**src/design/tga_pkg.sv**
```systemverilog
// Shared constants, types and helper functions of the TGA RLE pixel decoder.
`timescale 1ns / 1ps

package tga_pkg;

    // Width of the running pixel counter; the image total saturates at 2**CountBits.
    localparam int CountBits = 24;
    localparam int TotW      = CountBits + 1;

    localparam int CfgW      = 25;
    localparam int QDepth    = 4;
    localparam int QPtrW     = $clog2(QDepth);
    localparam int QCntW     = $clog2(QDepth + 1);
    localparam int TdataW    = 72;

    localparam logic [6:0] HdrLenMask = 7'h7F;
    localparam int         HdrRunBit  = 7;

    typedef enum logic [0:0] {
        REG_PIXEL_BYTES = 1'b0,
        REG_PIXEL_TOTAL = 1'b1
    } t_reg_idx;

    // One decoded pixel and how many times it goes out.
    typedef struct packed {
        logic [31:0] pix;
        logic [7:0]  cnt;
        logic        done;
    } t_job;

    typedef struct packed {
        logic full;
        logic empty;
    } t_q_status;

    // Bytes per pixel: 0..2 gray, 3 RGB, 4..7 RGBA.
    function automatic logic [2:0] pix_size(input logic [2:0] pb);
        logic [2:0] s;
        if (pb <= 3'd2) begin
            s = 3'd1;
        end else if (pb == 3'd3) begin
            s = 3'd3;
        end else begin
            s = 3'd4;
        end
        return s;
    endfunction

    // Zero acts as one, large totals clamp to 2**CountBits.
    function automatic logic [TotW-1:0] eff_total(input logic [CfgW-1:0] t);
        logic [32:0] w;
        w = 33'(t);
        if (w == 33'd0) begin
            w = 33'd1;
        end
        if (w > (33'd1 << CountBits)) begin
            w = 33'd1 << CountBits;
        end
        return w[TotW-1:0];
    endfunction

endpackage

```
**src/design/tga_front.sv**
```systemverilog
// Front end: header parsing, pixel assembly and image pixel accounting.
`timescale 1ns / 1ps

module tga_front (
    input  logic                         i_clk,
    input  logic                         i_rst_n,
    input  logic                         i_valid,
    input  logic [7:0]                   i_byte,
    input  logic [2:0]                   i_pixel_bytes,
    input  logic [tga_pkg::TotW-1:0]     i_total,
    input  tga_pkg::t_q_status           i_q_stat,
    output logic                         o_ready,
    output logic                         o_push,
    output tga_pkg::t_job                o_job
);

    logic                          r_expect, n_expect;
    logic                          r_run, n_run;
    logic [7:0]                    r_left, n_left;
    logic [31:0]                   r_asm, n_asm;
    logic [1:0]                    r_bip, n_bip;
    logic [tga_pkg::CountBits-1:0] r_pd, n_pd;

    logic                          accept;
    logic [2:0]                    size;
    logic [31:0]                   asm_new;
    logic [31:0]                   pix;
    logic [tga_pkg::TotW-1:0]      pd_ext;
    logic [tga_pkg::TotW-1:0]      remaining;
    logic [7:0]                    left_eff;
    logic [7:0]                    n_sel;
    logic [7:0]                    n_pix;
    logic                          finished;

    assign o_ready = !i_q_stat.full;
    assign accept  = i_valid && o_ready;
    assign size    = tga_pkg::pix_size(i_pixel_bytes);

    // New byte lands at its lane; a fresh pixel starts from zero.
    assign asm_new = ((r_bip == 2'd0) ? 32'd0 : r_asm) | (32'(i_byte) << {r_bip, 3'b000});

    // Colour pixels arrive B,G,R(,A): swap lanes 0 and 2.
    assign pix = (size >= 3'd3) ? {asm_new[31:24], asm_new[7:0], asm_new[15:8], asm_new[23:16]}
                                : asm_new;

    assign pd_ext    = tga_pkg::TotW'(r_pd);
    assign remaining = (pd_ext >= i_total) ? tga_pkg::TotW'(1) : (i_total - pd_ext);
    assign left_eff  = (r_left == 8'd0) ? 8'd1 : r_left;
    assign n_sel     = r_run ? left_eff : 8'd1;
    assign finished  = (tga_pkg::TotW'(n_sel) >= remaining);
    assign n_pix     = finished ? remaining[7:0] : n_sel;

    always_comb begin
        n_expect = r_expect;
        n_run    = r_run;
        n_left   = r_left;
        n_asm    = r_asm;
        n_bip    = r_bip;
        n_pd     = r_pd;
        o_push   = 1'b0;
        o_job    = '{pix: pix, cnt: n_pix, done: finished};
        if (accept) begin
            if (r_expect) begin
                n_run    = i_byte[tga_pkg::HdrRunBit];
                n_left   = {1'b0, i_byte[6:0] & tga_pkg::HdrLenMask} + 8'd1;
                n_expect = 1'b0;
                n_bip    = 2'd0;
                n_asm    = 32'd0;
            end else begin
                n_asm = asm_new;
                if (({1'b0, r_bip} + 3'd1) < size) begin
                    n_bip = r_bip + 2'd1;
                end else begin
                    n_bip  = 2'd0;
                    o_push = 1'b1;
                    n_left = r_run ? 8'd0 : (left_eff - 8'd1);
                    n_pd   = r_pd + tga_pkg::CountBits'(n_pix);
                    if (finished) begin
                        n_expect = 1'b1;
                        n_run    = 1'b0;
                        n_left   = 8'd0;
                        n_pd     = '0;
                    end else if (n_left == 8'd0) begin
                        n_expect = 1'b1;
                    end
                end
            end
        end
    end

    always_ff @(posedge i_clk) begin
        if (!i_rst_n) begin
            r_expect <= 1'b1;
            r_run    <= 1'b0;
            r_left   <= 8'd0;
            r_asm    <= 32'd0;
            r_bip    <= 2'd0;
            r_pd     <= '0;
        end else begin
            r_expect <= n_expect;
            r_run    <= n_run;
            r_left   <= n_left;
            r_asm    <= n_asm;
            r_bip    <= n_bip;
            r_pd     <= n_pd;
        end
    end

endmodule

```
**src/design/tga_queue.sv**
```systemverilog
// Small job queue between the front end and the output expander.
`timescale 1ns / 1ps

module tga_queue (
    input  logic               i_clk,
    input  logic               i_rst_n,
    input  logic               i_push,
    input  tga_pkg::t_job      i_job,
    input  logic               i_pop,
    output tga_pkg::t_job      o_job,
    output tga_pkg::t_q_status o_stat
);

    tga_pkg::t_job              r_mem [tga_pkg::QDepth];
    logic [tga_pkg::QPtrW-1:0]  r_wr, n_wr;
    logic [tga_pkg::QPtrW-1:0]  r_rd, n_rd;
    logic [tga_pkg::QCntW-1:0]  r_cnt, n_cnt;
    logic                       do_push;
    logic                       do_pop;

    assign o_stat.full  = (r_cnt == tga_pkg::QCntW'(tga_pkg::QDepth));
    assign o_stat.empty = (r_cnt == '0);
    assign do_push      = i_push && !o_stat.full;
    assign do_pop       = i_pop && !o_stat.empty;
    assign o_job        = r_mem[r_rd];

    always_comb begin
        n_wr  = do_push ? r_wr + 1'b1 : r_wr;
        n_rd  = do_pop ? r_rd + 1'b1 : r_rd;
        n_cnt = r_cnt;
        if (do_push && !do_pop) begin
            n_cnt = r_cnt + 1'b1;
        end else if (do_pop && !do_push) begin
            n_cnt = r_cnt - 1'b1;
        end
    end

    always_ff @(posedge i_clk) begin
        if (do_push) begin
            r_mem[r_wr] <= i_job;
        end
    end

    always_ff @(posedge i_clk) begin
        if (!i_rst_n) begin
            r_wr  <= '0;
            r_rd  <= '0;
            r_cnt <= '0;
        end else begin
            r_wr  <= n_wr;
            r_rd  <= n_rd;
            r_cnt <= n_cnt;
        end
    end

endmodule

```
**src/design/tga_back.sv**
```systemverilog
// Back end: expands queued pixels into output beats of one or two pixels.
`timescale 1ns / 1ps

module tga_back (
    input  logic                       i_clk,
    input  logic                       i_rst_n,
    input  tga_pkg::t_job              i_job,
    input  tga_pkg::t_q_status         i_q_stat,
    output logic                       o_pop,
    output logic                       o_valid,
    input  logic                       i_ready,
    output logic [tga_pkg::TdataW-1:0] o_data,
    output logic                       o_last
);

    logic                       r_busy, n_busy;
    tga_pkg::t_job              r_job, n_job;
    logic                       r_valid, n_valid;
    logic [tga_pkg::TdataW-1:0] r_data, n_data;
    logic                       r_last, n_last;

    logic                       out_free;
    logic                       fire;
    logic [7:0]                 take;
    logic [7:0]                 left_after;

    assign out_free   = !r_valid || i_ready;
    assign fire       = r_busy && out_free;
    assign take       = (r_job.cnt >= 8'd2) ? 8'd2 : 8'd1;
    assign left_after = r_job.cnt - take;
    assign o_pop      = !i_q_stat.empty && (!r_busy || (fire && left_after == 8'd0));

    always_comb begin
        n_busy  = r_busy;
        n_job   = r_job;
        n_valid = r_valid;
        n_data  = r_data;
        n_last  = r_last;
        if (r_valid && i_ready) begin
            n_valid = 1'b0;
        end
        if (fire) begin
            n_valid = 1'b1;
            n_data  = {6'd0, take[1:0], (take == 8'd2) ? r_job.pix : 32'd0, r_job.pix};
            n_last  = r_job.done && (left_after == 8'd0);
            n_job.cnt = left_after;
            if (left_after == 8'd0) begin
                n_busy = 1'b0;
            end
        end
        if (o_pop) begin
            n_busy = 1'b1;
            n_job  = i_job;
        end
    end

    always_ff @(posedge i_clk) begin
        if (!i_rst_n) begin
            r_busy  <= 1'b0;
            r_valid <= 1'b0;
        end else begin
            r_busy  <= n_busy;
            r_valid <= n_valid;
        end
        r_job  <= n_job;
        r_data <= n_data;
        r_last <= n_last;
    end

    assign o_valid = r_valid;
    assign o_data  = r_data;
    assign o_last  = r_last;

endmodule

```
**src/design/tga_rle_pixel_decoder.sv**
```systemverilog
// Top level of the TGA run-length pixel decoder.
//
//   Channel   Dir  Beat content                          Handshake
//   s_axis    in   tdata[7:0] stream_byte                tvalid/tready
//   m_axis    out  tdata: pixel_first, second, count     tvalid/tready, tlast=image_done
//   cfg       in   i_cfg_addr selects register, data     i_cfg_we, no wait
//
// Cycles: one stream byte per cycle while the job queue has room. Each completed
// pixel is one job; the back end sends ceil(n/2) beats for it, one per cycle while m_axis_tready holds, and
// the input stalls once the four-entry queue fills behind a long run.
// Reset: synchronous, active low; clears the parser, queue pointers and output
// valid. No clearing pass; beats are accepted right after reset.
// Stalls: front end only on a full queue, back end only on m_axis_tready.
`timescale 1ns / 1ps

module tga_rle_pixel_decoder (
    input  logic                        i_clk,
    input  logic                        i_rst_n,
    // stream in
    input  logic                        s_axis_tvalid,
    output logic                        s_axis_tready,
    input  logic [7:0]                  s_axis_tdata,   // [7:0] stream_byte
    // pixels out
    output logic                        m_axis_tvalid,
    input  logic                        m_axis_tready,
    // [31:0] pixel_first, [63:32] pixel_second, [65:64] pixel_count, rest zero
    output logic [tga_pkg::TdataW-1:0]  m_axis_tdata,
    output logic                        m_axis_tlast,   // image_done
    // configuration
    input  logic                        i_cfg_we,
    input  logic [0:0]                  i_cfg_addr,
    input  logic [tga_pkg::CfgW-1:0]    i_cfg_data
);

    logic [2:0]               r_pixel_bytes;
    logic [tga_pkg::TotW-1:0] r_total;   // already clamped total

    tga_pkg::t_job      push_job;
    tga_pkg::t_job      head_job;
    tga_pkg::t_q_status q_stat;
    logic               push;
    logic               pop;

    always_ff @(posedge i_clk) begin
        if (!i_rst_n) begin
            r_pixel_bytes <= 3'd3;
            r_total       <= tga_pkg::TotW'(1);
        end else if (i_cfg_we) begin
            case (tga_pkg::t_reg_idx'(i_cfg_addr))
                tga_pkg::REG_PIXEL_BYTES: r_pixel_bytes <= i_cfg_data[2:0];
                tga_pkg::REG_PIXEL_TOTAL: r_total <= tga_pkg::eff_total(i_cfg_data);
                default: ;
            endcase
        end
    end

    tga_front u_front (
        .i_clk         (i_clk),
        .i_rst_n       (i_rst_n),
        .i_valid       (s_axis_tvalid),
        .i_byte        (s_axis_tdata),
        .i_pixel_bytes (r_pixel_bytes),
        .i_total       (r_total),
        .i_q_stat      (q_stat),
        .o_ready       (s_axis_tready),
        .o_push        (push),
        .o_job         (push_job)
    );

    tga_queue u_queue (
        .i_clk   (i_clk),
        .i_rst_n (i_rst_n),
        .i_push  (push),
        .i_job   (push_job),
        .i_pop   (pop),
        .o_job   (head_job),
        .o_stat  (q_stat)
    );

    tga_back u_back (
        .i_clk    (i_clk),
        .i_rst_n  (i_rst_n),
        .i_job    (head_job),
        .i_q_stat (q_stat),
        .o_pop    (pop),
        .o_valid  (m_axis_tvalid),
        .i_ready  (m_axis_tready),
        .o_data   (m_axis_tdata),
        .o_last   (m_axis_tlast)
    );

endmodule

```
**config.mk**
```make
export PLATFORM = sky130hd
export DESIGN_NAME = tga_rle_pixel_decoder
export DESIGN_NICKNAME = d
export VERILOG_FILES = /design/src/design/tga_pkg.sv /design/src/design/tga_front.sv /design/src/design/tga_queue.sv /design/src/design/tga_back.sv /design/src/design/tga_rle_pixel_decoder.sv
export SDC_FILE = /design/constraint.sdc
export NUM_CORES = 1
export LEC_CHECK = 0
export ABC_AREA = 0
export BUFFER_PORTS_ARGS = -buffer_cell sky130_fd_sc_hd__buf_2
export CELL_PAD_IN_SITES_DETAIL_PLACEMENT = 0
export CELL_PAD_IN_SITES_GLOBAL_PLACEMENT = 1
export CORE_ASPECT_RATIO = 0.6
export CORE_MARGIN = 2
export CORE_UTILIZATION = 50
export DETAILED_ROUTE_END_ITERATION = 8
export GPL_TIMING_DRIVEN = 0
export MAX_ROUTING_LAYER = met4
export PLACE_DENSITY_LB_ADDON = 0.1
export SLEW_MARGIN = 10
export SYNTH_ARGS = -nofsm -noshare
export SYNTH_HDL_FRONTEND = slang
export SYNTH_HIERARCHICAL = 1
export SYNTH_SLANG_ARGS = --single-unit
```
**constraint.sdc**
```tcl
create_clock -name i_clk -period 10.55 [get_ports i_clk]
set_clock_uncertainty 0.05 [all_clocks]
set_input_delay 0.5275 -clock i_clk [delete_from_list [all_inputs] [get_ports i_clk]]
set_output_delay 0.5275 -clock i_clk [all_outputs]
set_load 0.05 [all_outputs]
```
==> metrics.csv <==
metric,value,unit
crit_type,register to register,
slowest_stage,a2111oi_0,
cp_max_fo,10,
dp_hpwl,30600,um
layout_min_cycle_time,8900,ps
yosys_most_used_dff,edfxtp_1,
drt_iter0_drc,963,
std_cell_rows,53,
drv_slew,0,
mostFrequentLayoutCell,edfxtp_1,
max_cap_viol_count,0,
vias,11500,
diodes,0,
synth.distinct_cells,84,
fmax,112,MHz
synth-seq-cells,379,
syn_inst,1400,
grt_pass1_vias,10500,
drtPass1Iterations,5,
power,0.00416,W
worst_ep_arrival_time,9330,ps
initial_core_util,0.504,
cp-start-kind,register,
setup_violations,0,
io_buffers,105,
hold_viol_final,0,
dr_wl_met3,3310,um
clock_latency,540,ps
synth.top_cell.area_share,0.465,
rsz0062_at_grt,no,
place_area,18800,um2
final_area,20000,um2
synth_top_area_cell,edfxtp_1,
p_leak,7.11,nW
cts_tree,built,
max_stage_delay,600,ps
relSlewSlack,0.196,
status,"finished, final reports clean",
worstMarginPinSlew,1210,ps
root_buffer,clkbuf_16,
pin_count,114,
dieHeight,149,um
crit_start,u_front/r_pd[16],
yosysWarnings,6,
grt_max_degree,36,
wl_met1,22600,um
final_util,0.575,
cts_resized,0,
cts_setup_buffers,0,
fillCellCount,2897,
critPathMostFrequentCell,a21o_1,
drive_gt1_frac,0.174,
syn-cell-area,17600,um2
cts.sinks,379,
synth_edf_count,272,
syn_area_per_cell,12.5,um2
cp.required,10970,ps
wl_met2,14900,um
areaGrowthSynthToFinish,13.9,%
drcViolationCount,0,
groute.usage.overall,0.233,
via_per_inst,5.62,
hold_ws,194,ps
clk_pin_slew_worst_paths,60,ps
synth_area_leaders,"edfxtp_1, dfxtp_1, mux4_2",
cp-end-kind,register,
routed.top_layer,met4,
htree_levels,2,
synth-async-reset-ratio,0,
grt_overflow,0,
hold_class,primary input to register,
gp_congestion,0.858,
grt_pass1_wl,62900,um
antenna_found_initial,0,
clockBufferDepth,3,
die_area,36700,um2
min-delay-start,i_cfg_data[0],
fin_nets,1653,
postRouteAntennaNets,0,
avgRoutedWirePerCell,20.1,um
core_area,34800,um2
numCtsBuffers,37,
final_cell_mix,"edfxtp_1, buf_2, dfxtp_1",
holdBufCountCts,0,
tns,0,ps
ir_drop,154,uV
wirelength,41200,um
power.density,208,nW/um2
fp.dieW,246,um
r2r-start,u_front/r_pd[16],
yosysSeqAreaShare,0.587,
finalCritPeriodShare,0.844,
final cells by class:
class                   count  area, um2  share of cell area
clock buffers              50       1010              0.0503
inverters                  74        278              0.0139
well taps                 467        584              0.0292
flip-flops and latches    379      10300               0.515
multi-input cells         884       6590               0.329
plain buffers              68        420              0.0210
repair buffers            111        646              0.0323
clock inverters            16        183             0.00913
layer usage:
| layer | track usage | up-vias |
|---|---|---|
| li1 | - | 5464 |
| met1 | 0.393 | 5674 |
| met2 | 0.275 | 334 |
| met3 | 0.0567 | 38 |
| met4 | 0.0364 | 0 |
| met5 | - | - |
state kept, by name, indices dropped and copies added (netlist names), named ones only:
| register | cells |
|---|---|
| r_pixel_bytes | 3 |
| r_total | 25 |
| u_back/o_data | 66 |
| u_back/o_last | 1 |
| u_back/o_valid | 1 |
| u_back/r_busy | 1 |
| u_back/r_job | 41 |
| u_front/r_asm | 32 |
| u_front/r_bip | 2 |
| u_front/r_expect | 1 |
| u_front/r_left | 8 |
| u_front/r_pd | 24 |
| u_front/r_run | 1 |
| u_queue/r_cnt | 3 |
| u_queue/r_mem | 164 |
| u_queue/r_rd | 2 |
| u_queue/r_wr | 2 |
path summary, 6_finish.rpt:
path,endpoint,slack (ps),cells past startpoint
setup / recovery,u_front/r_pd[22],1650,34
hold / removal,r_pixel_bytes[0],190,3
setup reg to reg,u_front/r_pd[22],1650,34
hold reg to reg,u_back/o_data[26],380,0
metrics by stage:
step / worst slack [ps] / std cells
after floorplan: 3780 / 1405
after global placement: 1920 / 1977
after detailed placement: 2010 / 1983
after CTS: 1910 / 2049
after global routing: 1190 / 2049
final: 1650 / 2049
cells in the mapped netlist (27+ instances only):
cell	count
edfxtp_1	272
nor3_1	34
inv_1	71
nand3_1	45
mux2i_1	27
a21oi_1	73
nand2_1	106
ha_1	55
nor2b_1	91
o21ai_0	48
clkbuf_1	34
dfxtp_1	107
mux4_2	40
xnor2_1	36
nor2_1	67
where the power goes:
| part | total, W | internal (W) | switching (W) | leakage (nW) |
|---|---|---|---|---|
| combinational | 0.000958 | 0.000303 | 0.000655 | 3.23 |
| clock | 0.00131 | 0.000749 | 0.000557 | 0.568 |
| sequential | 0.00189 | 0.00182 | 0.0000731 | 3.31 |
cell families (layout without fill, tap and decap cells):
family          Yosys count  in the layout  share of synthesized area
compound gates          243            243                     0.0923
xor+xnor                 49             49                     0.0249
fa+ha+maj                59             59                     0.0437
buf+inv                 142            319                     0.0398
flops                   379            379                      0.587
mux                      73             73                     0.0725
other cells               1              6                   0.000214
simple gates            454            454                      0.140
worst max-delay path, delay by kind of cell, from the launching register on:
family,cells,cell delay (ps)
buf+inv,4,780
flops,1,310
fa+ha+maj,4,1230
compound gates,15,4010
simple gates,11,2420
Note: power is estimated with default switching activity, not from simulation.
